File: src/rtl/text_to_integer_parser_core_assert.svh
// ----------------------------------------------------------------------------
// Assertion macros for the text to integer parser.
// Concurrent checks that compile away when SYNTHESIS is defined.
// ----------------------------------------------------------------------------
`ifndef TEXT_TO_INTEGER_PARSER_CORE_ASSERT_SVH
`define TEXT_TO_INTEGER_PARSER_CORE_ASSERT_SVH
`ifndef SYNTHESIS
`define TTIP_ASSERT_SAME(lbl, clk, rst, ante, cons) \
   lbl: assert property (@(posedge clk) disable iff (rst) (ante) |-> (cons)) \
      else $error("%m: same-cycle check failed");
`define TTIP_ASSERT_NEXT(lbl, clk, rst, ante, cons) \
   lbl: assert property (@(posedge clk) disable iff (rst) (ante) |=> (cons)) \
      else $error("%m: next-cycle check failed");
`else
`define TTIP_ASSERT_SAME(lbl, clk, rst, ante, cons)
`define TTIP_ASSERT_NEXT(lbl, clk, rst, ante, cons)
`endif
`endif

File: src/rtl/ttip_pkg.sv
// ----------------------------------------------------------------------------
// ttip_pkg
// Shared constants, types and character decoding for the integer parser.
// ----------------------------------------------------------------------------
package ttip_pkg;

   localparam int OFFSET_LIMIT = 255;
   localparam int CNT_W        = $clog2(OFFSET_LIMIT + 1);
   localparam int OFFSET_W     = 8;
   localparam int VALUE_W      = 64;
   localparam int RADIX_W      = 6;
   localparam int CSR_INDEX_W  = 4;
   localparam int CSR_DATA_W   = 6;

   localparam logic [CSR_INDEX_W-1:0] CSR_RADIX_SETTING = 4'd0;
   localparam logic [CSR_INDEX_W-1:0] CSR_SIGNED_MODE   = 4'd1;

   localparam logic [RADIX_W-1:0] RADIX_MIN = 6'd2;
   localparam logic [RADIX_W-1:0] RADIX_DEC = 6'd10;
   localparam logic [RADIX_W-1:0] RADIX_HEX = 6'd16;
   localparam logic [RADIX_W-1:0] RADIX_MAX = 6'd36;

   localparam logic [7:0] CH_TAB   = 8'h09;
   localparam logic [7:0] CH_CR    = 8'h0D;
   localparam logic [7:0] CH_SPACE = 8'h20;
   localparam logic [7:0] CH_MINUS = 8'h2D;
   localparam logic [7:0] CH_ZERO  = 8'h30;
   localparam logic [7:0] CH_NINE  = 8'h39;
   localparam logic [7:0] CH_UC_A  = 8'h41;
   localparam logic [7:0] CH_UC_X  = 8'h58;
   localparam logic [7:0] CH_UC_Z  = 8'h5A;
   localparam logic [7:0] CH_LC_A  = 8'h61;
   localparam logic [7:0] CH_LC_X  = 8'h78;
   localparam logic [7:0] CH_LC_Z  = 8'h7A;

   localparam logic [7:0] DIGIT_NONE = 8'hFF;
   localparam logic [7:0] LETTER_BASE = 8'd10;

   typedef struct packed {
      logic [RADIX_W-1:0] radix_setting;
      logic               signed_mode;
   } ttip_cfg_type;

   typedef struct packed {
      logic [VALUE_W-1:0]  value;
      logic                negative;
      logic [OFFSET_W-1:0] end_offset;
   } ttip_result_type;

   function automatic logic is_space(input logic [7:0] c);
      return (c == CH_SPACE) || ((c >= CH_TAB) && (c <= CH_CR));
   endfunction

   function automatic logic [7:0] digit_of(input logic [7:0] c);
      logic [7:0] d;
      d = DIGIT_NONE;
      if ((c >= CH_ZERO) && (c <= CH_NINE)) begin
         d = c - CH_ZERO;
      end else if ((c >= CH_LC_A) && (c <= CH_LC_Z)) begin
         d = c - CH_LC_A + LETTER_BASE;
      end else if ((c >= CH_UC_A) && (c <= CH_UC_Z)) begin
         d = c - CH_UC_A + LETTER_BASE;
      end
      return d;
   endfunction

   function automatic logic [RADIX_W-1:0] start_radix(input logic [RADIX_W-1:0] s);
      logic [RADIX_W-1:0] r;
      if (s < RADIX_MIN) begin
         r = RADIX_DEC;
      end else if (s > RADIX_MAX) begin
         r = RADIX_MAX;
      end else begin
         r = s;
      end
      return r;
   endfunction

endpackage

File: src/rtl/ttip_csr.sv
// ----------------------------------------------------------------------------
// ttip_csr
// Configuration registers: radix setting and signed mode.
// ----------------------------------------------------------------------------
module ttip_csr (
   input  logic                             clock,
   input  logic                             reset,
   input  logic                             csr_valid,
   output logic                             csr_ready,
   input  logic [ttip_pkg::CSR_INDEX_W-1:0] csr_index,
   input  logic [ttip_pkg::CSR_DATA_W-1:0]  csr_data,
   output ttip_pkg::ttip_cfg_type           cfg
);

   ttip_pkg::ttip_cfg_type cfg_ff;
   ttip_pkg::ttip_cfg_type cfg_in;

   assign csr_ready = 1'b1;
   assign cfg       = cfg_ff;

   always_comb begin
      cfg_in = cfg_ff;
      if (csr_valid) begin
         unique case (csr_index)
            ttip_pkg::CSR_RADIX_SETTING: begin
               cfg_in.radix_setting = csr_data[ttip_pkg::RADIX_W-1:0];
            end
            ttip_pkg::CSR_SIGNED_MODE: begin
               cfg_in.signed_mode = csr_data[0];
            end
            default: begin
               cfg_in = cfg_ff;
            end
         endcase
      end
   end

   always_ff @(posedge clock) begin
      if (reset) begin
         cfg_ff <= '0;
      end else begin
         cfg_ff <= cfg_in;
      end
   end

endmodule

File: src/rtl/ttip_parse.sv
// ----------------------------------------------------------------------------
// ttip_parse
// Request register and per-character parser state with digit accumulation.
// ----------------------------------------------------------------------------
module ttip_parse (
   input  logic                    clock,
   input  logic                    reset,
   input  ttip_pkg::ttip_cfg_type  cfg,
   input  logic                    req_valid,
   output logic                    req_stall,
   input  logic [7:0]              req_ch,
   input  logic                    req_first,
   input  logic                    out_ready,
   output logic                    res_vld,
   output ttip_pkg::ttip_result_type res
);

   typedef enum logic [2:0] {
      PH_WS1,
      PH_WS2,
      PH_ZERO,
      PH_DIGITS,
      PH_DONE
   } phase_type;

   logic                            in_vld_ff, in_vld_in;
   logic [7:0]                      ch_ff, ch_in;
   logic                            first_ff, first_in;
   phase_type                       phase_ff, phase_in;
   logic [ttip_pkg::VALUE_W-1:0]    acc_ff, acc_in;
   logic [ttip_pkg::RADIX_W-1:0]    radix_ff, radix_in;
   logic                            minus_ff, minus_in;
   logic [ttip_pkg::CNT_W-1:0]      count_ff, count_in;

   phase_type                       phase_eff;
   logic [ttip_pkg::VALUE_W-1:0]    acc_eff;
   logic [ttip_pkg::RADIX_W-1:0]    radix_eff;
   logic                            minus_eff;
   logic [ttip_pkg::CNT_W-1:0]      count_eff;

   logic                            advance;
   logic                            accept;
   logic                            take_digit;
   logic                            consume;
   logic                            emit;
   logic [7:0]                      digit;
   logic [ttip_pkg::VALUE_W-1:0]    product;

   assign advance   = in_vld_ff && out_ready;
   assign req_stall = in_vld_ff && !out_ready;
   assign accept    = req_valid && !req_stall;
   assign digit     = ttip_pkg::digit_of(ch_ff);

   always_comb begin
      in_vld_in = accept || (in_vld_ff && !advance);
      ch_in     = accept ? req_ch : ch_ff;
      first_in  = accept ? req_first : first_ff;
   end

   always_comb begin
      if (first_ff) begin
         phase_eff = PH_WS1;
         acc_eff   = '0;
         radix_eff = ttip_pkg::start_radix(cfg.radix_setting);
         minus_eff = 1'b0;
         count_eff = '0;
      end else begin
         phase_eff = phase_ff;
         acc_eff   = acc_ff;
         radix_eff = radix_ff;
         minus_eff = minus_ff;
         count_eff = count_ff;
      end

      phase_in   = phase_eff;
      acc_in     = acc_eff;
      radix_in   = radix_eff;
      minus_in   = minus_eff;
      take_digit = 1'b0;
      consume    = 1'b0;
      emit       = 1'b0;

      unique case (phase_eff) inside
         PH_WS1, PH_WS2: begin
            if (ttip_pkg::is_space(ch_ff)) begin
               consume = 1'b1;
            end else if ((phase_eff == PH_WS1) && (ch_ff == ttip_pkg::CH_MINUS)
                         && cfg.signed_mode) begin
               minus_in = 1'b1;
               consume  = 1'b1;
               phase_in = PH_WS2;
            end else if (ch_ff == ttip_pkg::CH_ZERO) begin
               consume  = 1'b1;
               phase_in = PH_ZERO;
            end else begin
               phase_in   = PH_DIGITS;
               take_digit = 1'b1;
            end
         end
         PH_ZERO: begin
            phase_in = PH_DIGITS;
            if ((ch_ff == ttip_pkg::CH_LC_X) || (ch_ff == ttip_pkg::CH_UC_X)) begin
               radix_in = ttip_pkg::RADIX_HEX;
               consume  = 1'b1;
            end else begin
               if (cfg.radix_setting < ttip_pkg::RADIX_MIN) begin
                  radix_in = ttip_pkg::RADIX_HEX;
               end
               take_digit = 1'b1;
            end
         end
         PH_DIGITS: begin
            take_digit = 1'b1;
         end
         PH_DONE: begin
            phase_in = PH_DONE;
         end
         default: begin
            phase_in = PH_DONE;
         end
      endcase

      product = acc_eff * {{(ttip_pkg::VALUE_W - ttip_pkg::RADIX_W){1'b0}}, radix_in};

      if (take_digit) begin
         if (digit < {2'b00, radix_in}) begin
            acc_in  = product + {{(ttip_pkg::VALUE_W - 8){1'b0}}, digit};
            consume = 1'b1;
         end else begin
            emit     = 1'b1;
            phase_in = PH_DONE;
         end
      end

      if (consume && (count_eff < ttip_pkg::CNT_W'(ttip_pkg::OFFSET_LIMIT))) begin
         count_in = count_eff + ttip_pkg::CNT_W'(1);
      end else begin
         count_in = count_eff;
      end

      res.value      = minus_eff ? (ttip_pkg::VALUE_W'(0) - acc_eff) : acc_eff;
      res.negative   = minus_eff;
      res.end_offset = ttip_pkg::OFFSET_W'(count_eff);
   end

   assign res_vld = advance && emit;

   always_ff @(posedge clock) begin
      if (reset) begin
         in_vld_ff <= 1'b0;
         phase_ff  <= PH_WS1;
         acc_ff    <= '0;
         radix_ff  <= ttip_pkg::RADIX_DEC;
         minus_ff  <= 1'b0;
         count_ff  <= '0;
      end else begin
         in_vld_ff <= in_vld_in;
         if (advance) begin
            phase_ff <= phase_in;
            acc_ff   <= acc_in;
            radix_ff <= radix_in;
            minus_ff <= minus_in;
            count_ff <= count_in;
         end
      end
      ch_ff    <= ch_in;
      first_ff <= first_in;
   end

endmodule

File: src/rtl/ttip_out.sv
// ----------------------------------------------------------------------------
// ttip_out
// Result register that holds one parsed number until the receiver takes it.
// ----------------------------------------------------------------------------
module ttip_out (
   input  logic                      clock,
   input  logic                      reset,
   input  logic                      res_vld,
   input  ttip_pkg::ttip_result_type res,
   output logic                      out_ready,
   output logic                      rsp_valid,
   input  logic                      rsp_stall,
   output ttip_pkg::ttip_result_type rsp
);

   logic                      vld_ff, vld_in;
   ttip_pkg::ttip_result_type res_ff, res_in;

   assign out_ready = !vld_ff || !rsp_stall;
   assign rsp_valid = vld_ff;
   assign rsp       = res_ff;

   always_comb begin
      vld_in = res_vld || (vld_ff && rsp_stall);
      res_in = res_vld ? res : res_ff;
   end

   always_ff @(posedge clock) begin
      if (reset) begin
         vld_ff <= 1'b0;
      end else begin
         vld_ff <= vld_in;
      end
      res_ff <= res_in;
   end

endmodule

File: src/rtl/text_to_integer_parser_core.sv
// ----------------------------------------------------------------------------
// text_to_integer_parser_core
// Streaming parser that turns text characters into a 64-bit integer.
// ----------------------------------------------------------------------------
// The request channel carries one character per request, with req_first set
// on the first character of a new string. Leading whitespace, an optional
// minus sign in signed mode and a 0x prefix are handled, then digits are
// accumulated in the selected radix. The first character that is not a digit
// produces one response with the value, the sign flag and the count of
// characters consumed before it; later characters are dropped until the next
// req_first. The csr channel writes the radix setting and signed mode and is
// always ready; it should only be written while the parser is idle.
// A request is registered in the input register and parsed from there into the
// result register that drives rsp_valid; while a stalled response fills the
// result register, the request waits. One request is accepted every cycle
// while req_stall is low; each character passes a single 64x6 multiply-add.
// When rsp_stall holds a waiting response, the parser keeps one more request
// in its input register and then raises req_stall. Reset clears the
// configuration, the parser state and both valid flags.
// ----------------------------------------------------------------------------
`include "text_to_integer_parser_core_assert.svh"

module text_to_integer_parser_core (
   input  logic                             clock,
   input  logic                             reset,
   input  logic                             req_valid,
   output logic                             req_stall,
   input  logic [7:0]                       req_ch,
   input  logic                             req_first,
   output logic                             rsp_valid,
   input  logic                             rsp_stall,
   output logic [ttip_pkg::VALUE_W-1:0]     rsp_value,
   output logic                             rsp_negative,
   output logic [ttip_pkg::OFFSET_W-1:0]    rsp_end_offset,
   input  logic                             csr_valid,
   output logic                             csr_ready,
   input  logic [ttip_pkg::CSR_INDEX_W-1:0] csr_index,
   input  logic [ttip_pkg::CSR_DATA_W-1:0]  csr_data
);

   ttip_pkg::ttip_cfg_type    cfg;
   ttip_pkg::ttip_result_type res;
   ttip_pkg::ttip_result_type rsp;
   logic                      res_vld;
   logic                      out_ready;

   ttip_csr u_csr (
      .clock     (clock),
      .reset     (reset),
      .csr_valid (csr_valid),
      .csr_ready (csr_ready),
      .csr_index (csr_index),
      .csr_data  (csr_data),
      .cfg       (cfg)
   );

   ttip_parse u_parse (
      .clock     (clock),
      .reset     (reset),
      .cfg       (cfg),
      .req_valid (req_valid),
      .req_stall (req_stall),
      .req_ch    (req_ch),
      .req_first (req_first),
      .out_ready (out_ready),
      .res_vld   (res_vld),
      .res       (res)
   );

   ttip_out u_out (
      .clock     (clock),
      .reset     (reset),
      .res_vld   (res_vld),
      .res       (res),
      .out_ready (out_ready),
      .rsp_valid (rsp_valid),
      .rsp_stall (rsp_stall),
      .rsp       (rsp)
   );

   assign rsp_value      = rsp.value;
   assign rsp_negative   = rsp.negative;
   assign rsp_end_offset = rsp.end_offset;

   `TTIP_ASSERT_SAME(a_stall_only_when_full, clock, reset, req_stall, rsp_valid && rsp_stall)
   `TTIP_ASSERT_SAME(a_no_overwrite, clock, reset, res_vld, !rsp_valid || !rsp_stall)
   `TTIP_ASSERT_NEXT(a_drain_empties, clock, reset, rsp_valid && !rsp_stall && !res_vld, !rsp_valid)

endmodule

File: config.mk
export PLATFORM = sky130hd
export DESIGN_NAME = text_to_integer_parser_core
export DESIGN_NICKNAME = d
export VERILOG_FILES = /design/src/rtl/ttip_pkg.sv /design/src/rtl/ttip_csr.sv /design/src/rtl/ttip_parse.sv /design/src/rtl/ttip_out.sv /design/src/rtl/text_to_integer_parser_core.sv
export VERILOG_INCLUDE_DIRS = /design/src /design/src/rtl
export SDC_FILE = /design/constraint.sdc
export NUM_CORES = 1
export LEC_CHECK = 0
export BUFFER_PORTS_ARGS = -buffer_cell sky130_fd_sc_hd__clkbuf_2
export CORE_ASPECT_RATIO = 1.4
export CORE_UTILIZATION = 60
export CTS_CLUSTER_SIZE = 20
export DETAILED_ROUTE_END_ITERATION = 7
export PLACE_DENSITY = 0.89
export SYNTH_ARGS = -nofsm -noshare
export SYNTH_HDL_FRONTEND = slang
export SYNTH_HIERARCHICAL = 1
export SYNTH_SLANG_ARGS = --single-unit
File: constraint.sdc
create_clock -name clock -period 28 [get_ports clock]
set_input_delay 0 -clock clock [delete_from_list [all_inputs] [get_ports clock]]
set_output_delay 0 -clock clock [all_outputs]
set_load 0.1 [all_outputs]
### Yosys cells after proc, flatten, opt, wreduce, memory -nomap -nowiden

Cells that the tools add are included.

| storage, ports and cells | value |
|---|---|
| input port bits | 24 |
| output and inout bits | 76 |
| register bits after elaboration | 173 |

| cells by class | value |
|---|---|
| reductions and logical operators | 28 |
| order comparisons | 12 |
| mux-type cells | 40 |
| eq/ne operators | 9 |
| multiply operators | 1 |
| add/sub/neg operators | 8 |

Operators by type and width:

| kind | count |
|---|---|
| $mux W64 | 4 |
| $add A64 B8 Y64 | 1 |
| $mul A64 B6 Y64 | 1 |
| $sub A1 B64 Y64 const A | 1 |
| $mux W8 | 5 |
| $mux W6 | 6 |
| $eq A8 B6 Y1 const B | 3 |
| $mux W1 | 17 |
| $add A8 B4 Y8 const B | 2 |
| $eq A8 B7 Y1 const B | 2 |
| $ge A8 B7 Y1 const B | 2 |
| $le A8 B7 Y1 const B | 2 |
| $sub A8 B7 Y8 const B | 2 |
| $mux W3 | 5 |
| $logic_and A1 B1 Y1 | 13 |
| $pmux W3 S3 | 1 |
| $add A8 B1 Y8 const B | 1 |
| $ge A8 B4 Y1 const B | 1 |
| $ge A8 B6 Y1 const B | 1 |
| $le A8 B4 Y1 const B | 1 |
| $le A8 B6 Y1 const B | 1 |
| $lt A8 B6 Y1 | 1 |
| $lt A8 B8 Y1 const B | 1 |
| $sub A8 B6 Y8 const B | 1 |
| other kinds (13) | 23 |

### Depth between registers and ports, before layout

Gate-level depths: netlist of run 1.

| logic depth | value |
|---|---|
| depth after elaboration | 12 |
| mapped depth | 30 |
| gate-level depth less buffers | 27 |

### By module

Netlist of run 1, hierarchy kept.

Modules (own cells, without submodules):

| module | instances | cells each | area an instance (sq um) |
|---|---|---|---|
| ttip_parse | 1 | 2256 | 17818.3 |
| ttip_out | 1 | 77 | 2224.6 |
| ttip_csr | 1 | 33 | 355.3 |

### Worst setup path after synthesis of run 1

OpenSTA, ideal clock, no wires.

| timing path | value |
|---|---|
| path type | reg-to-reg |
| from | register u_parse.ch_ff[0] |
| to | register u_out.res_ff (netlist bit u_out/rsp[0]) (enable) |
| path buffers | 3 |
| data arrival time | 8.436 ns |
| cell stages (with the launch flop) | 17 |
| slack | 18.966 ns |
| cell sequence | edfxtp_1 inv_1 ha_1 nor4bb_1 o211ai_1 a211oi_1 clkbuf_1 or2_2 clkbuf_1 clkinv_1 clkbuf_1 ha_1 a21o_1 a41o_1 o311ai_1 and4bb_2 nor3_1 |

| on the way | value |
|---|---|
| cells in the longest elaborated chain, start to end | 9 |
| elaborated cells on any way between the ends | 40 |
| classes of those cells | add/sub: 5; order compare: 9; eq/ne: 5; mux: 12; reduce/logical: 9 |

RTL lines:

| item | RTL line | source |
|---|---|---|
| start, declared | ttip_parse.sv:27 | `logic [7:0] ch_ff, ch_in;` |
| start signal, assigned | ttip_parse.sv:166 | `ch_ff <= ch_in;` |
| $sub A8 B7 Y8, or another cell as far along | ttip_pkg.sv:62 | `d = c - CH_UC_A + LETTER_BASE;` |
| $add A8 B4 Y8 or $logic_and A1 B1 Y1 (tied branches) | ttip_pkg.sv:62, ttip_pkg.sv:61 |  |
| $mux W8 | ttip_pkg.sv:61 | `end else if ((c >= CH_UC_A) && (c <= CH_UC_Z)) begin` |
| $mux W8 | ttip_pkg.sv:59 | `end else if ((c >= CH_LC_A) && (c <= CH_LC_Z)) begin` |
| $mux W8 | ttip_pkg.sv:57 | `if ((c >= CH_ZERO) && (c <= CH_NINE)) begin` |
| $lt A8 B6 Y1 | ttip_parse.sv:126 | `if (digit < {2'b00, radix_in}) begin` |
| $mux W1 | ttip_parse.sv:126 |  |
| $mux W1 * | ttip_parse.sv:125 | `if (take_digit) begin` |
| $logic_and A1 B1 Y1 * | ttip_parse.sv:146 | `assign res_vld = advance && emit;` |
| net res_vld | text_to_integer_parser_core.sv:44 | `logic res_vld;` |
| end signal, assigned | ttip_out.sv:34 | `res_ff <= res_in;` |
| end, declared | ttip_out.sv:17 | `ttip_pkg::ttip_result_type res_ff, res_in;` |

Mark *: on every way through the listed nets, which the timed path passes. The rest lies on a longest branch.
A chain may end at the register's enable or synchronous reset.

### Final worst setup path of run 1

| timing path | value |
|---|---|
| from | register u_parse.ch_ff[0] |
| to | register u_parse/acc_ff[63] (netlist bit) |

| on the way | value |
|---|---|
| cells in the longest elaborated chain, start to end | 8 |
| elaborated cells on any way between the ends | 41 |
| classes of those cells | add/sub: 6; mul: 1; order compare: 9; eq/ne: 5; mux: 12; reduce/logical: 8 |

RTL lines:

| item | RTL line | source |
|---|---|---|
| $eq A8 B7 Y1, or another cell as far along | ttip_parse.sv:102 | `if ((ch_ff == ttip_pkg::CH_LC_X) \|\| (ch_ff == ttip_pkg::CH_UC_X)) begin` |
| $logic_or A1 B1 Y1, or another cell as far along | ttip_parse.sv:102 |  |
| $mux W6 or $mux W8 (tied branches) | ttip_parse.sv:102, ttip_pkg.sv:61 |  |
| $mux W6 or $mux W8 (tied branches) | ttip_parse.sv:83, ttip_pkg.sv:59 |  |
| $mul A64 B6 Y64 or $mux W8 (tied branches) | ttip_parse.sv:123, ttip_pkg.sv:57 |  |
| $add A64 B8 Y64 or $lt A8 B6 Y1 (tied branches) | ttip_parse.sv:127, ttip_parse.sv:126 |  |
| $mux W64 | ttip_parse.sv:126 |  |
| $mux W64 * | ttip_parse.sv:125 |  |
| end signal, assigned | ttip_parse.sv:160 | `acc_ff <= acc_in;` |
| end, declared | ttip_parse.sv:30 | `logic [ttip_pkg::VALUE_W-1:0] acc_ff, acc_in;` |

Mark *: on every way between the ends. The rest lies on a longest branch, timed or not.

==> results.md, run 1 <==
- The average vias per placed instance is around 6.4.
- The worst-case vdd ir drop is ~26 µV.
- For this run, the detailed router's first-pass iteration total came to 6.
- The largest net degree at the start of global routing is 81.
- Final hold analysis gives a worst-case slack of approximately 0.094 ns.
- The initial utilization of the core area, before any placement, comes to 61.2%.
- The cell repeated most along the worst path is sky130_fd_sc_hd__inv_1.
- CTS placed an instance of sky130_fd_sc_hd__clkbuf_16 at the clock tree root.
- The setup skew after layout is about 0.013 ns.
- Yosys attributes the largest share of cell area to sky130_fd_sc_hd__fa_1 24%, sky130_fd_sc_hd__edfxtp_1 12%, sky130_fd_sc_hd__nor2_1 9.1%.
- Port buffering added 98 buffers.
- The worst setup path is launched from a flop.
- The synthesized netlist occupies a cell area of just over 0.02 mm².
- The clock edge transition at the registers on the reported setup and hold paths is around 0.070 ns.
- In this run the tightest slew margin relative to its limit is 14.0%.
- The final-layout setup total negative slack is 0 ns.
- The synthesized netlist devotes 14.4% of its cell area to compound gates.
- Once detail routing completed, the nets flagged for antenna violations numbered 0.
- In this run the static leakage power is ~10 nW.
- The quantity of gates resized following cts is 0.
- The count of flip-flops with a built-in enable after synthesis is just over 80.
- The number of warning messages in the yosys log is 6.
- Summed over all nets, the half-perimeter wirelength after detailed placement is 44.1 mm.
- The core area is about 0.033 mm².
- In the post-route analysis, the smallest setup slack over all paths is between 15 and 20 ns.
- The buffer count from post-CTS setup fixing is 0.
- The number of H-tree levels is 4.
- Data arrives at the worst endpoint at about 9 ns.
- The total DRC errors in the routed layout is 0.
- The path type of the worst setup path is reg -> reg.
- The largest area contributor in the synthesized netlist is sky130_fd_sc_hd__fa_1.
- After synthesis, the netlist uses 98 different library cells.
- The floorplan step defined a die boundary enclosing roughly 0.035 mm².
- From bottom edge to top edge, the die measures about 220 µm.
- The post-route fraction of the period consumed by the critical path is just over 30%.
- By area, the combinational part of the netlist is dominated by adder cells.
- Timing analysis after detailed placement gives a worst setup slack of slightly below 20 ns.
- The global-route wire length before repair is around 96 mm.
- The placement row count is 79.
- The placer congestion estimate is around 1.
- The fraction of synthesized cell area in xor and xnor cells is around 5.2%.
- The number of top-level pins is 100.
- For this design, the slowest cell found on the critical path is sky130_fd_sc_hd__nor4_1.
- In this run, synthesis produced a sequential element count of about 170.
- Based on the critical path, the design can be clocked at up to 0.115 GHz.
- The count of pins over their slew limit is 0.
- Setup violations remaining at the end of the flow were counted as 0.
- The clock passes through at most 2 buffers.
- Measured along the x axis, the die boundary spans ~160 µm.
- The largest delay contributor family on the critical path is adder cells.
- The path class of the tightest hold or removal check is in -> reg.
- The top fanout value on the critical path is 33.
- The mux contribution to synthesized area is about 1.1%.
- The net count after synthesis is 2774.
- Of the cells placed in the final design, the portion with a size suffix greater than 1 is about 7.9%.
- The area share of the largest cell type after synthesis is a little under a quarter.
- The post-synthesis area per instance is 8.62 µm².
- Of the total synthesized cell area, the portion taken by AND, OR, NAND and NOR gates is between 20% and 30%.
- The number of clock buffers added by TritonCTS is 17.
- The number of endpoints with negative hold slack in the final report is 0.
- The endpoint type of the worst setup path is a flop.
- For the worst-skew pair, the clock arrives at the later sink with an insertion delay of between 0.4 and 0.5 ns.
- The total routing resource utilization after global routing is around 36%.
- Clock tree synthesis found a total of approximately 170 sinks.
- Summing internal, switching and leakage power gives between 0.6 and 0.7 mW.
- The via count of the first global-routing pass came to about 19000.
- In the synthesized netlist the dominant register cell turns out to be sky130_fd_sc_hd__dfxtp_1.
- The power density over the cells is about 28 mW/mm².
- The tool flagged a number of max-cap violations equal to 0.
- STA puts the critical path data required time at roughly 28 ns.
- Once placement completed, the tool counted placed cells totaling 2793.
- In this run, the number of DRC markers left after iteration 0 of detailed routing was between 1500 and 2000.
- After the last flow step, the layout net total stands at around 2800.
- After detailed routing, the average wire length per cell comes to approximately 21 µm.
- The post-synthesis adder-cell area fraction is 32.5%.
- The delay contributed by the slowest stage of the critical path is between 1 and 1.5 ns.
- At the pin with the least slew margin, the transition time is ~1.3 ns.
- The final cell count without fillers is about 2900.
- The wire length after detailed routing is around 60 mm.
- Synthesis handed over a netlist of 2366 instances.
- The number of antenna violations at the first check in global routing is 1.
- The number of hold buffers added after CTS is 24.
- The post-synthesis sequential area ratio is 21.0%.
- Setup repair after global routing left no endpoint under its margin.
- Counting I/O delays and the setup requirement, the final critical path takes approximately 8.7 ns.
- Of all flip-flops after synthesis, the portion carrying an async set or reset was 0%.
- The run finished with clean final reports.
- The buffers plus inverters on the worst setup path is 9.
- The area added between synthesis and finish is 7.41%.
- Across all layers, the routed design uses roughly 18000 vias.
- TritonCTS built the clock tree.
- Summed over all layers, the global routing overflow is 0.
==> flip-flops by register name, summed over array words and instances, names as in the netlist <==
name,flops
u_csr/cfg,7
u_out/rsp,73
u_out/rsp_valid,1
u_parse/acc_ff,64
u_parse/ch_ff,8
u_parse/count_ff,8
u_parse/first_ff,1
u_parse/in_vld_ff,1
u_parse/minus_ff,1
u_parse/phase_ff,3
u_parse/radix_ff,6
==> Yosys cell counts, types with 4 or more instances <==
library cell / instances
sky130_fd_sc_hd__nor2_1: 493
sky130_fd_sc_hd__nand2_1: 246
sky130_fd_sc_hd__fa_1: 242
sky130_fd_sc_hd__ha_1: 142
sky130_fd_sc_hd__inv_1: 120
sky130_fd_sc_hd__a21oi_1: 112
sky130_fd_sc_hd__clkbuf_1: 100
sky130_fd_sc_hd__dfxtp_1: 91
sky130_fd_sc_hd__o21ai_0: 86
sky130_fd_sc_hd__edfxtp_1: 82
sky130_fd_sc_hd__xor2_1: 78
sky130_fd_sc_hd__a22oi_1: 44
sky130_fd_sc_hd__xnor2_1: 41
sky130_fd_sc_hd__a21o_1: 39
sky130_fd_sc_hd__nor2b_1: 39
sky130_fd_sc_hd__nand3_1: 33
sky130_fd_sc_hd__nand2b_1: 27
sky130_fd_sc_hd__nor3_1: 26
sky130_fd_sc_hd__o31ai_1: 20
sky130_fd_sc_hd__buf_1: 18
sky130_fd_sc_hd__mux2i_1: 18
sky130_fd_sc_hd__a31oi_1: 17
sky130_fd_sc_hd__and2_1: 16
sky130_fd_sc_hd__nand4_1: 16
sky130_fd_sc_hd__o21bai_1: 13
sky130_fd_sc_hd__a211oi_1: 12
sky130_fd_sc_hd__or3_1: 12
sky130_fd_sc_hd__and3_1: 11
sky130_fd_sc_hd__nor4_1: 9
sky130_fd_sc_hd__o41ai_1: 9
sky130_fd_sc_hd__o211ai_1: 8
sky130_fd_sc_hd__o21a_1: 7
sky130_fd_sc_hd__or2_2: 7
sky130_fd_sc_hd__or4_1: 7
sky130_fd_sc_hd__a211o_1: 6
sky130_fd_sc_hd__buf_2: 6
sky130_fd_sc_hd__buf_4: 6
sky130_fd_sc_hd__o211a_1: 5
sky130_fd_sc_hd__a21boi_0: 4
sky130_fd_sc_hd__a31o_2: 4
sky130_fd_sc_hd__mux2_2: 4
sky130_fd_sc_hd__nor3b_1: 4
sky130_fd_sc_hd__o22ai_1: 4
==> report_power, final <==
| part | leakage, nW | total (mW) | switching [mW] | internal, mW |
|---|---|---|---|---|
| Sequential | 1.53 | 0.274 | 0.00375 | 0.270 |
| Clock | 0.304 | 0.256 | 0.117 | 0.139 |
| Combinational | 8.56 | 0.0843 | 0.0694 | 0.0149 |
| Total | 10.4 | 0.615 | 0.190 | 0.425 |
==> worst reg2reg max path, delay by kind of cell (launching register included) <==
family | cells | cell delay, ns
compound gates | 9 | 1.79
mux | 1 | 0.26
simple gates | 5 | 1.72
buf+inv | 9 | 1.60
fa+ha+maj | 6 | 2.69
flops | 1 | 0.52
==> layout by cell type (no fill, tap or decap), drive strengths merged, types with 18 or more instances in the layout <==
| cell type | Yosys | layout |
|---|---|---|
| a21o | 40 | 40 |
| a21oi | 112 | 112 |
| a22oi | 44 | 44 |
| clkbuf | 100 | 119 |
| dfxtp | 91 | 91 |
| dlygate4sd3 | 0 | 24 |
| edfxtp | 82 | 82 |
| fa | 242 | 242 |
| ha | 142 | 142 |
| inv | 122 | 129 |
| mux2i | 18 | 18 |
| nand2 | 247 | 247 |
| nand2b | 29 | 29 |
| nand3 | 33 | 33 |
| nor2 | 494 | 494 |
| nor2b | 39 | 39 |
| nor3 | 27 | 27 |
| o21ai | 90 | 90 |
| o31ai | 23 | 23 |
| xnor2 | 41 | 41 |
| xor2 | 78 | 78 |
==> layer usage <==
layer,wire length [µm],track usage [%]
met5,0,0
met2,29100,61.5
met1,20700,39.2
met3,5100,6.62
met4,4770,27.9
==> metrics by stage <==
step           instance area [µm²]  util (%)
2_1_floorplan                20400         -
3_3_place_gp                 21000      63.2
3_5_place_dp                 21000      63.2
4_1_cts                      21900      65.8
5_1_grt                      21900      65.8
6_report                     21900      65.8
==> area by class of cell <==
| class | count | area (µm²) |
|---|---|---|
| multi-input cells | 1937 | 15100 |
| fillers | 2649 | 11400 |
| flip-flops and latches | 173 | 4290 |
| repair buffers | 138 | 851 |
| well taps | 445 | 557 |
| clock buffers | 21 | 492 |
| inverters | 124 | 465 |
| clock inverters | 11 | 135 |
| diodes | 1 | 2.50 |
==> cells by family (layout without fill, tap and decap cells) <==
kind of cell	after synthesis	in the layout
fa+ha+maj	385	385
other cells	1	2
buf+inv	256	294
flops	173	173
compound gates	439	439
xor+xnor	120	120
simple gates	970	970
mux	22	22
==> path summary, 6_finish.rpt <==
| check | start | end | slack (ns) | cells past startpoint |
|---|---|---|---|---|
| hold / removal | reset | u_parse/radix_ff[1]$_SDFFE_PP1P_ | 0.09 | 3 |
| setup reg to reg | u_parse/ch_ff[0]$_DFFE_PP_ | u_parse/acc_ff[63]$_SDFFE_PP0P_ | 19.28 | 30 |
| setup / recovery | u_parse/ch_ff[0]$_DFFE_PP_ | u_parse/acc_ff[63]$_SDFFE_PP0P_ | 19.28 | 30 |
| hold reg to reg | u_parse/radix_ff[5]$_SDFFE_PP0P_ | u_parse/radix_ff[5]$_SDFFE_PP0P_ | 0.50 | 2 |
Note: power is estimated with default switching activity, not from simulation.
==> inputs of run 2 (changes only) <==
==> constraint.sdc (replaced) <==
create_clock -name clock -period 8.72 [get_ports clock]
set_input_delay 0 -clock clock [delete_from_list [all_inputs] [get_ports clock]]
set_output_delay 0 -clock clock [all_outputs]
set_load 0.1 [all_outputs]
==> run 2 against run 1 <==
Effect of this change:
- hold slack better by 0.18 ns
- non-clock buffer count grew 8
- fmax up 5.1%
- core utilization up 0.12 points
- clock power grew to 3.1 times the previous value
- total power grew to 3.2 times the previous value
- critical endpoint is now u_parse/acc_ff[58]$_SDFFE_PP0P_
- largest power group unchanged
- highest routed layer unchanged
==> results.md, run 2 (synthesis gave the netlist of run 1 again) <==
- The run finished with clean final reports.
- The port buffer count is about 100.
- The worst-case IR drop observed on VDD is 129 µV.
- The placement row count is 79.
- The remaining number of nets flagged by the antenna check after routing is 0.
- In this run the standard cell core region covers 0.0333 mm².
- The max-cap check violation count is 0.
- In the final routed layout, each cell accounts on average for about 20 µm.
- The count of pins over their slew limit is 0.
- Before antenna repair, the detailed router went through 6 iterations.
- The fmax is 0.121 GHz.
- Leaving out fill and tap cells, the most frequent cell in the layout is sky130_fd_sc_hd__nor2_1.
- The final antenna diode count is 0.
- The tree is rooted in a sky130_fd_sc_hd__clkbuf_16.
- The placed wire-length estimate is ~44 mm.
- The first routing iteration left 1555 violations.
- Setup violations remaining at the end of the flow were counted as 0.
- The actual transition at the worst max-transition pin is 1.10 ns.
- After detailed routing, the total wire length is about 59 mm.
- The number of antenna violations at the first check in global routing is 0.
- The total routing resource utilization after global routing is approximately a third.
- Dividing the detail-routed via count by the number of cells gives 6.35.
- In this run the number of H-tree levels came out at 4.
- The final-layout setup total negative slack is 0 ns.
- Dividing the final minimum period by the clock period gives 95.1%.
- Entering global routing, the biggest net connects between 80 and 90 pins.
- The worst setup path is launched from a flop.
- After detailed placement, the total cell area comes to around 0.021 mm².
- At the later pin of the worst-skew pair, clock insertion delay measures around 0.45 ns.
- Leaving out fill and tap cells, the most frequent cells in the layout are 493 x sky130_fd_sc_hd__nor2_1, 246 x sky130_fd_sc_hd__nand2_1, 242 x sky130_fd_sc_hd__fa_1.
- Across all layers, the routed design uses about 18000 vias.
- Clock-pin slew was measured on the worst setup and hold paths at about 0.080 ns.
- The global-route wire length before repair is 93.7 mm.
- 100 I/O pins were placed.
- The placer congestion estimate is about 1.
- The number of endpoints with negative hold slack in the final report is 0.
- Setup repair after global routing left no endpoint under its margin.
- In this run, CTS created clock tree buffers numbering 17.
- The via count of the first global-routing pass is 18300.
- The register with the most flip-flops in the layout has 73 of them.
- The layout cell share with drive strength beyond 1 is ~8.2%.
- The area added between synthesis and finish is 7.60%.
- For the finished layout, the period the worst path requires is between 8 and 9 ns.
- Data arrives at the worst endpoint at a little under 9 ns.
- The leakage power is approximately 10 nW.
- STA classifies the critical path endpoint as a flop.
- The setup skew after layout is roughly 0.017 ns.
- The overflow left after global routing is 0.
- The width of the die is roughly 160 µm.
- The post-layout net count is between 2000 and 3000.
- The vertical die dimension is 220 µm.
- Measured against its own limit, the worst slew margin works out to a little over a quarter.
- The clock net sink count is 173.
- The maximum clock insertion buffer count is 2.
- The path type of the worst setup path is reg -> reg.
- TritonCTS built the clock tree.
- In the routed design, unresolved DRC markers number 0.
- In this run the worst path has a maximum fanout of 28.
- The type of the most critical hold path is in -> reg.
- The post-route cell area is 0.0219 mm².
- Dividing total power by cell area gives a power density of just under 90 mW/mm².
- The floorplan step defined a die boundary enclosing roughly 0.035 mm².
- At the worst endpoint, the required time is between 9 and 10 ns.
- Once the floorplan was initialized, standard cells occupied between 60% and 70% of the core.
run 2: cell types whose count changed in the layout (fill, tap and decap cells not counted), moves of 2 or more:
cell	before	now
sky130_fd_sc_hd__clkinv_4	0	2
sky130_fd_sc_hd__clkinv_8	1	3
sky130_fd_sc_hd__buf_4	16	23
sky130_fd_sc_hd__clkbuf_8	3	0
run 2: report_power, final:
group,switching [mW],internal [mW]
Clock,0.397,0.388
Combinational,0.226,0.0500
Sequential,0.0129,0.868
Total,0.636,1.31
run 2: per-layer routing:
layer / global-route usage, % / wire [µm] / vias to the layer above
li1: - / - / 8051
met5: 0 / 0 / -
met4: 20.5 / 3640 / 0
met2: 59.5 / 29100 / 992
met1: 40.6 / 21800 / 8837
met3: 5.01 / 3970 / 253
run 2: per-stage QoR:
stage	setup WS (ns)	hold slack (ns)	total power, mW	util (%)	std cells
floorplan	1.52	0.0724	1.10	-	2366
global placement	0.705	0.178	1.16	63.3	2800
detailed placement	0.518	0.179	1.16	63.3	2800
CTS	0.499	0.253	1.94	65.9	2857
global route	0.00255	0.276	1.99	65.9	2857
finish	0.429	0.269	1.94	65.9	2857
run 2: worst paths after layout:
| path | from | end | slack [ns] | cells past startpoint |
|---|---|---|---|---|
| setup reg to reg | u_parse/ch_ff[0]$_DFFE_PP_ | u_parse/acc_ff[58]$_SDFFE_PP0P_ | 0.43 | 26 |
| hold / removal | reset | u_parse/count_ff[4]$_SDFFE_PP0P_ | 0.27 | 3 |
| hold reg to reg | u_parse/radix_ff[5]$_SDFFE_PP0P_ | u_parse/radix_ff[5]$_SDFFE_PP0P_ | 0.49 | 2 |
| setup / recovery | u_parse/ch_ff[0]$_DFFE_PP_ | u_parse/acc_ff[58]$_SDFFE_PP0P_ | 0.43 | 26 |
run 2: layout make-up:
type,instances,area (µm²)
flip-flops and latches,173,4290
fillers,2644,11400
multi-input cells,1937,15100
well taps,445,557
inverters,124,465
clock inverters,15,168
repair buffers,146,913
clock buffers,17,425
run 2: repair_timing:
action	CTS	global route
setup buffers	0	0
resized for setup	0	1
hold buffers	25	0
endpoints found under the hold margin	18	0
endpoints found under the setup margin	0	3
run 2: worst max-delay path, stage by stage, from the launching register on:
cell and delay (ns):
sky130_fd_sc_hd__edfxtp_1 0.51, sky130_fd_sc_hd__inv_1 0.13, sky130_fd_sc_hd__ha_1 0.28, sky130_fd_sc_hd__nor4bb_1 0.15, sky130_fd_sc_hd__o211ai_1 0.16, sky130_fd_sc_hd__a211oi_1 0.12, sky130_fd_sc_hd__buf_4 0.18, sky130_fd_sc_hd__nor2_1 0.71
sky130_fd_sc_hd__inv_2 0.54, sky130_fd_sc_hd__nor2_1 0.28, sky130_fd_sc_hd__fa_1 0.46, sky130_fd_sc_hd__fa_1 0.52, sky130_fd_sc_hd__fa_1 0.56, sky130_fd_sc_hd__inv_1 0.06, sky130_fd_sc_hd__fa_1 0.53, sky130_fd_sc_hd__inv_1 0.04
sky130_fd_sc_hd__ha_1 0.36, sky130_fd_sc_hd__a21oi_1 0.09, sky130_fd_sc_hd__o21ai_0 0.27, sky130_fd_sc_hd__a21oi_1 0.17, sky130_fd_sc_hd__nand4b_1 0.17, sky130_fd_sc_hd__a31oi_1 0.20, sky130_fd_sc_hd__o21a_1 0.31, sky130_fd_sc_hd__a2111oi_0 0.72
sky130_fd_sc_hd__o21ai_0 0.23, sky130_fd_sc_hd__and3b_1 0.23, sky130_fd_sc_hd__o31ai_1 0.20
==> inputs of run 3 (changes only) <==
--- a/config.mk
+++ b/config.mk
@@ -14,5 +14,4 @@
 export PLACE_DENSITY = 0.89
 export SYNTH_ARGS = -nofsm -noshare
 export SYNTH_HDL_FRONTEND = slang
-export SYNTH_HIERARCHICAL = 1
 export SYNTH_SLANG_ARGS = --single-unit
==> run 3 against run 2 <==
Effect of this change:
- via count is 2.4% lower
- area after synthesis down 2.3%
- clock-buffer cell count is 2 higher
- critical path depth up 2
- sequential share of layout area rose by 0.34 points
==> results.md, run 3 <==
- The count of pins over their slew limit came to 0.
- The data arrival time of the worst path is between 8 and 9 ns.
- A synthesized cell averages slightly below 9 µm².
- The post-route fraction of the period consumed by the critical path is between 90% and 100%.
- The total of endpoints with negative setup slack in the final report is 0.
- For this design the top-level I/O count stands at 100.
- The overflow left after global routing is 0.
- The number of optimization iterations in the first detailed-route pass is 6.
- The layout cell share with drive strength beyond 1 is 8.26%.
- In this run the cell area of the synthesized design comes to between 0.015 and 0.02 mm².
- The worst hold path begins at csr_index[3].
- At the placement stage, the worst setup path has a slack of between 0.6 and 0.7 ns.
- The count of mapped cells out of synthesis is ~2300.
- Power comes to ~2 mW.
- The quantity of gates resized following cts is 0.
- IR analysis of the VDD net gives a maximum drop of 89.6 µV.
- The setup skew after layout is around 0.015 ns.
- Net switching is 31.6% of the power.
- The number of register bits inferred by synthesis is 173.
- The cell repeated most along the worst path is sky130_fd_sc_hd__fa_1.
- The die covers approximately 0.034 mm².
- TritonCTS built the clock tree.
- When the netlist entered floorplanning its net count stood at roughly 2700.
- The number of warning messages in the yosys log is 0.
- Counting instances, the worst hold path has a depth of 5.
- The post-route cell area is between 0.02 and 0.025 mm².
- The switching power is 0.619 mW.
- In the synthesized netlist the async set-or-reset flop fraction comes to 0%.
- STA classifies the critical path endpoint as a flop.
- The area share of the largest cell type after synthesis is roughly 24%.
- The floorplan has around 80 rows.
- The launch instance of the worst register-to-register path is u_parse.ch_ff[5]$_DFFE_PP_.
- Leaving out fill and tap cells, the most frequent cell in the layout is sky130_fd_sc_hd__nor2_1.
- The layout has 2557 filler cells.
- The worst hold path belongs to the class in -> reg.
- At the end of the flow, the number of nets in the layout was approximately 2700.
- The critical path is of the reg -> reg type.
- Data on the critical path is required at its endpoint by roughly 9 ns.
- For this run, the share of the core covered by cells in the final layout is between 60% and 70%.
- Measured against its own limit, the worst slew margin works out to 32.2%.
- Summed over all cells, the static leakage comes to 10.4 nW.
- The average vias per placed instance is 6.35.
- The delay contributed by the slowest stage of the critical path is about 0.57 ns.
- The clock network is responsible for between 40% and 50% of the overall power.
- The width of the die is roughly 160 µm.
- In this run, the number of DRC markers left after iteration 0 of detailed routing was ~1400.
- The standard cell with the maximum stage delay on the critical path is sky130_fd_sc_hd__fa_1.
- The first global-routing pass estimated between 90 and 100 mm of wire.
- The region available for standard cell placement spans 0.0325 mm².
- Buffers added to address setup during post-CTS repair amount to 0.
- The max-cap check violation count is 0.
- Setup repair after global routing left no endpoint under its margin.
- Entering global routing, the biggest net connects around 130 pins.
- The most common flop cell mapped by yosys is sky130_fd_sc_hd__dfxtp_1.
- The worst register-to-register path has a depth of 28.
- For the worst-skew pair, the clock arrives at the later sink with an insertion delay of 0.47 ns.
- Internal power comes to between 1 and 1.5 mW.
- The placer congestion estimate is 0.957.
- Buffers inserted during clock tree synthesis total 17.
- The number of antenna violations at the first check in global routing is 2.
- CTS saw ~170 sinks.
- The post-placement cell area is about 0.021 mm².
- In this run the worst setup path begins at u_parse.ch_ff[5]$_DFFE_PP_.
- The clock passes through at most 2 buffers.
- The via count of the first global-routing pass was 18600.
- The run finished with clean final reports.
- Based on the critical path, the design can be clocked at up to roughly 0.12 GHz.
- The worst register-to-register path ends at u_parse.acc_ff[62]$_SDFFE_PP0P_.
- Once the floorplan was initialized, standard cells occupied between 60% and 70% of the core.
- The power density over the cells is 90.7 mW/mm².
- Along the worst path, the maximum fanout reaches 18.
- The post-synthesis sequential area ratio is between 20% and 30%.
- Clock-pin slew was measured on the worst setup and hold paths at 0.07 ns.
- For hold timing, the worst endpoint is u_csr.cfg[3]$_SDFFE_PP0P_.
- The area added between synthesis and finish is 8.30%.
- The number of endpoints with negative hold slack in the final report is 0.
- The total routing resource utilization after global routing is 35.2%.
- The register with the most flip-flops in the layout has between 70 and 80 of them.
- The die is ~220 µm tall.
- The count of nets left with antenna violations once routing finished came out at 0.
- Sequential cells account for between 40 and 50% of the total power.
- In the post-synthesis netlist, the cell with the most instances is sky130_fd_sc_hd__nor2_1.
- The port buffer count is between 90 and 100.
- The final-layout setup total negative slack is 0 ns.
- The total via count after detailed routing is 17700.
- The final period demand of the worst path is around 8.4 ns.
- Counting flops with a built-in enable in the synthesized netlist gives between 80 and 90.
- After detailed routing, the total wire length is approximately 57 mm.
- The buffers plus inverters on the worst setup path is 7.
- The routed length per instance is between 20 and 25 µm.
- The cell chosen for the clock root is sky130_fd_sc_hd__clkbuf_16.
- Leaving out fill and tap cells, the most frequent cells in the layout are 470 x sky130_fd_sc_hd__nor2_1, 242 x sky130_fd_sc_hd__nand2_1, 242 x sky130_fd_sc_hd__fa_1.
- The slack of the worst reg-to-reg path is 0.35 ns.
- The share of total power dissipated in combinational logic is between 10 and 15%.
- The post-route worst setup slack is about 0.35 ns.
- The total DRC errors in the routed layout is 0.
- The actual transition at the worst max-transition pin is roughly 1.0 ns.
- The placed wire-length estimate is about 42 mm.
- The number of H-tree levels is 4.
- The largest area contributor in the synthesized netlist is sky130_fd_sc_hd__fa_1.
- The unique cell type count in the Yosys netlist is 78.
- Ranked by instance count, the synthesized netlist is headed by 471 x sky130_fd_sc_hd__nor2_1, 242 x sky130_fd_sc_hd__fa_1, 242 x sky130_fd_sc_hd__nand2_1.
- By area the synthesized netlist is led by sky130_fd_sc_hd__fa_1 24%, sky130_fd_sc_hd__edfxtp_1 12%, sky130_fd_sc_hd__dfxtp_1 9.1%.
- The startpoint type of the worst setup path is a flop.
- The largest delay contributor family on the critical path is adder cells.
## run 3: changes by cell type after synthesis, sizes merged, moves of 7 or more
cell,before,now
a21o,40,24
a21oi,112,95
and3,11,19
buf,32,25
nand2b,29,16
nor2,494,471
o211ai,8,20
o21a,7,14
## run 3: layout make-up
cell class	instances	area (µm²)	area share, %
Tap cell	440	551	2.55
Clock inverter	13	126	0.586
Clock buffer	19	454	2.10
Multi-Input combinational cell	1864	14700	68.2
Antenna cell	1	2.50	0.0116
Timing Repair Buffer	149	958	4.44
Inverter	130	489	2.27
Sequential cell	173	4290	19.9
## run 3: per-stage QoR
step	hold slack (ns)	std cells
detailed placement	0.179	2737
CTS	0.0498	2788
global route	0.0894	2789
floorplan	0.0989	2286
global placement	0.177	2737
finish	0.0721	2789
## run 3: per-layer routing
| metal | vias up | track usage (%) | wire length [µm] |
|---|---|---|---|
| li1 | 7832 | - | - |
| met1 | 8615 | 38.7 | 19800 |
| met2 | 970 | 61.5 | 28900 |
| met3 | 284 | 6.38 | 4640 |
| met4 | 0 | 24.0 | 3630 |
| met5 | - | 0 | 0 |
## run 3: repair_timing
item,CTS,global route
hold buffers,19,0
endpoints found under the setup margin,0,0
hold endpoints to repair,18,0
## run 3: cell families (layout without fill, tap and decap cells)
| kind of cell | Yosys count | after routing | share of synthesized area, % |
|---|---|---|---|
| AO/OA/AOI/OAI | 412 | 412 | 13.9 |
| adder cells (fa/ha/maj) | 385 | 385 | 33.3 |
| buffers and inverters | 249 | 311 | 4.81 |
| XOR/XNOR | 129 | 129 | 5.82 |
| multiplexers | 13 | 13 | 0.659 |
| AND/OR/NAND/NOR | 924 | 924 | 20.0 |
| flip-flops | 173 | 173 | 21.5 |
| other | 1 | 2 | 0.0188 |
## run 3: worst reg2reg max path: cells and delay by family (launching register included)
| family | cells | cell delay [ns] |
|---|---|---|
| adders and majority gates | 6 | 2.79 |
| AOI/OAI and AO/OA | 11 | 2.41 |
| buffers and inverters | 7 | 1.51 |
| and+or+nand+nor | 3 | 0.85 |
| DFF | 1 | 0.50 |
| xor gates and xnor gates | 1 | 0.16 |
## run 3: worst max path at each step
stage | end | slack [ns] | cells after the start
final | u_parse.acc_ff[62]$_SDFFE_PP0P_ | 0.35 | 28
after global routing | u_parse.acc_ff[62]$_SDFFE_PP0P_ | 0.03 | 28
after CTS | u_parse.acc_ff[62]$_SDFFE_PP0P_ | 0.54 | 28
after detailed placement | u_parse.acc_ff[62]$_SDFFE_PP0P_ | 0.61 | 28
after global placement | u_parse.acc_ff[62]$_SDFFE_PP0P_ | 0.68 | 28
after floorplan | u_parse.acc_ff[63]$_SDFFE_PP0P_ | 1.77 | 26
## run 3: power by group through the flow
stage / Combinational [mW] / Clock [mW] / Sequential, mW
floorplan: 0.0982 / 0 / 1.01
global placement: 0.271 / 0 / 0.898
detailed placement: 0.274 / 0 / 0.899
CTS: 0.282 / 0.792 / 0.880
global route: 0.299 / 0.819 / 0.883
finish: 0.287 / 0.789 / 0.881
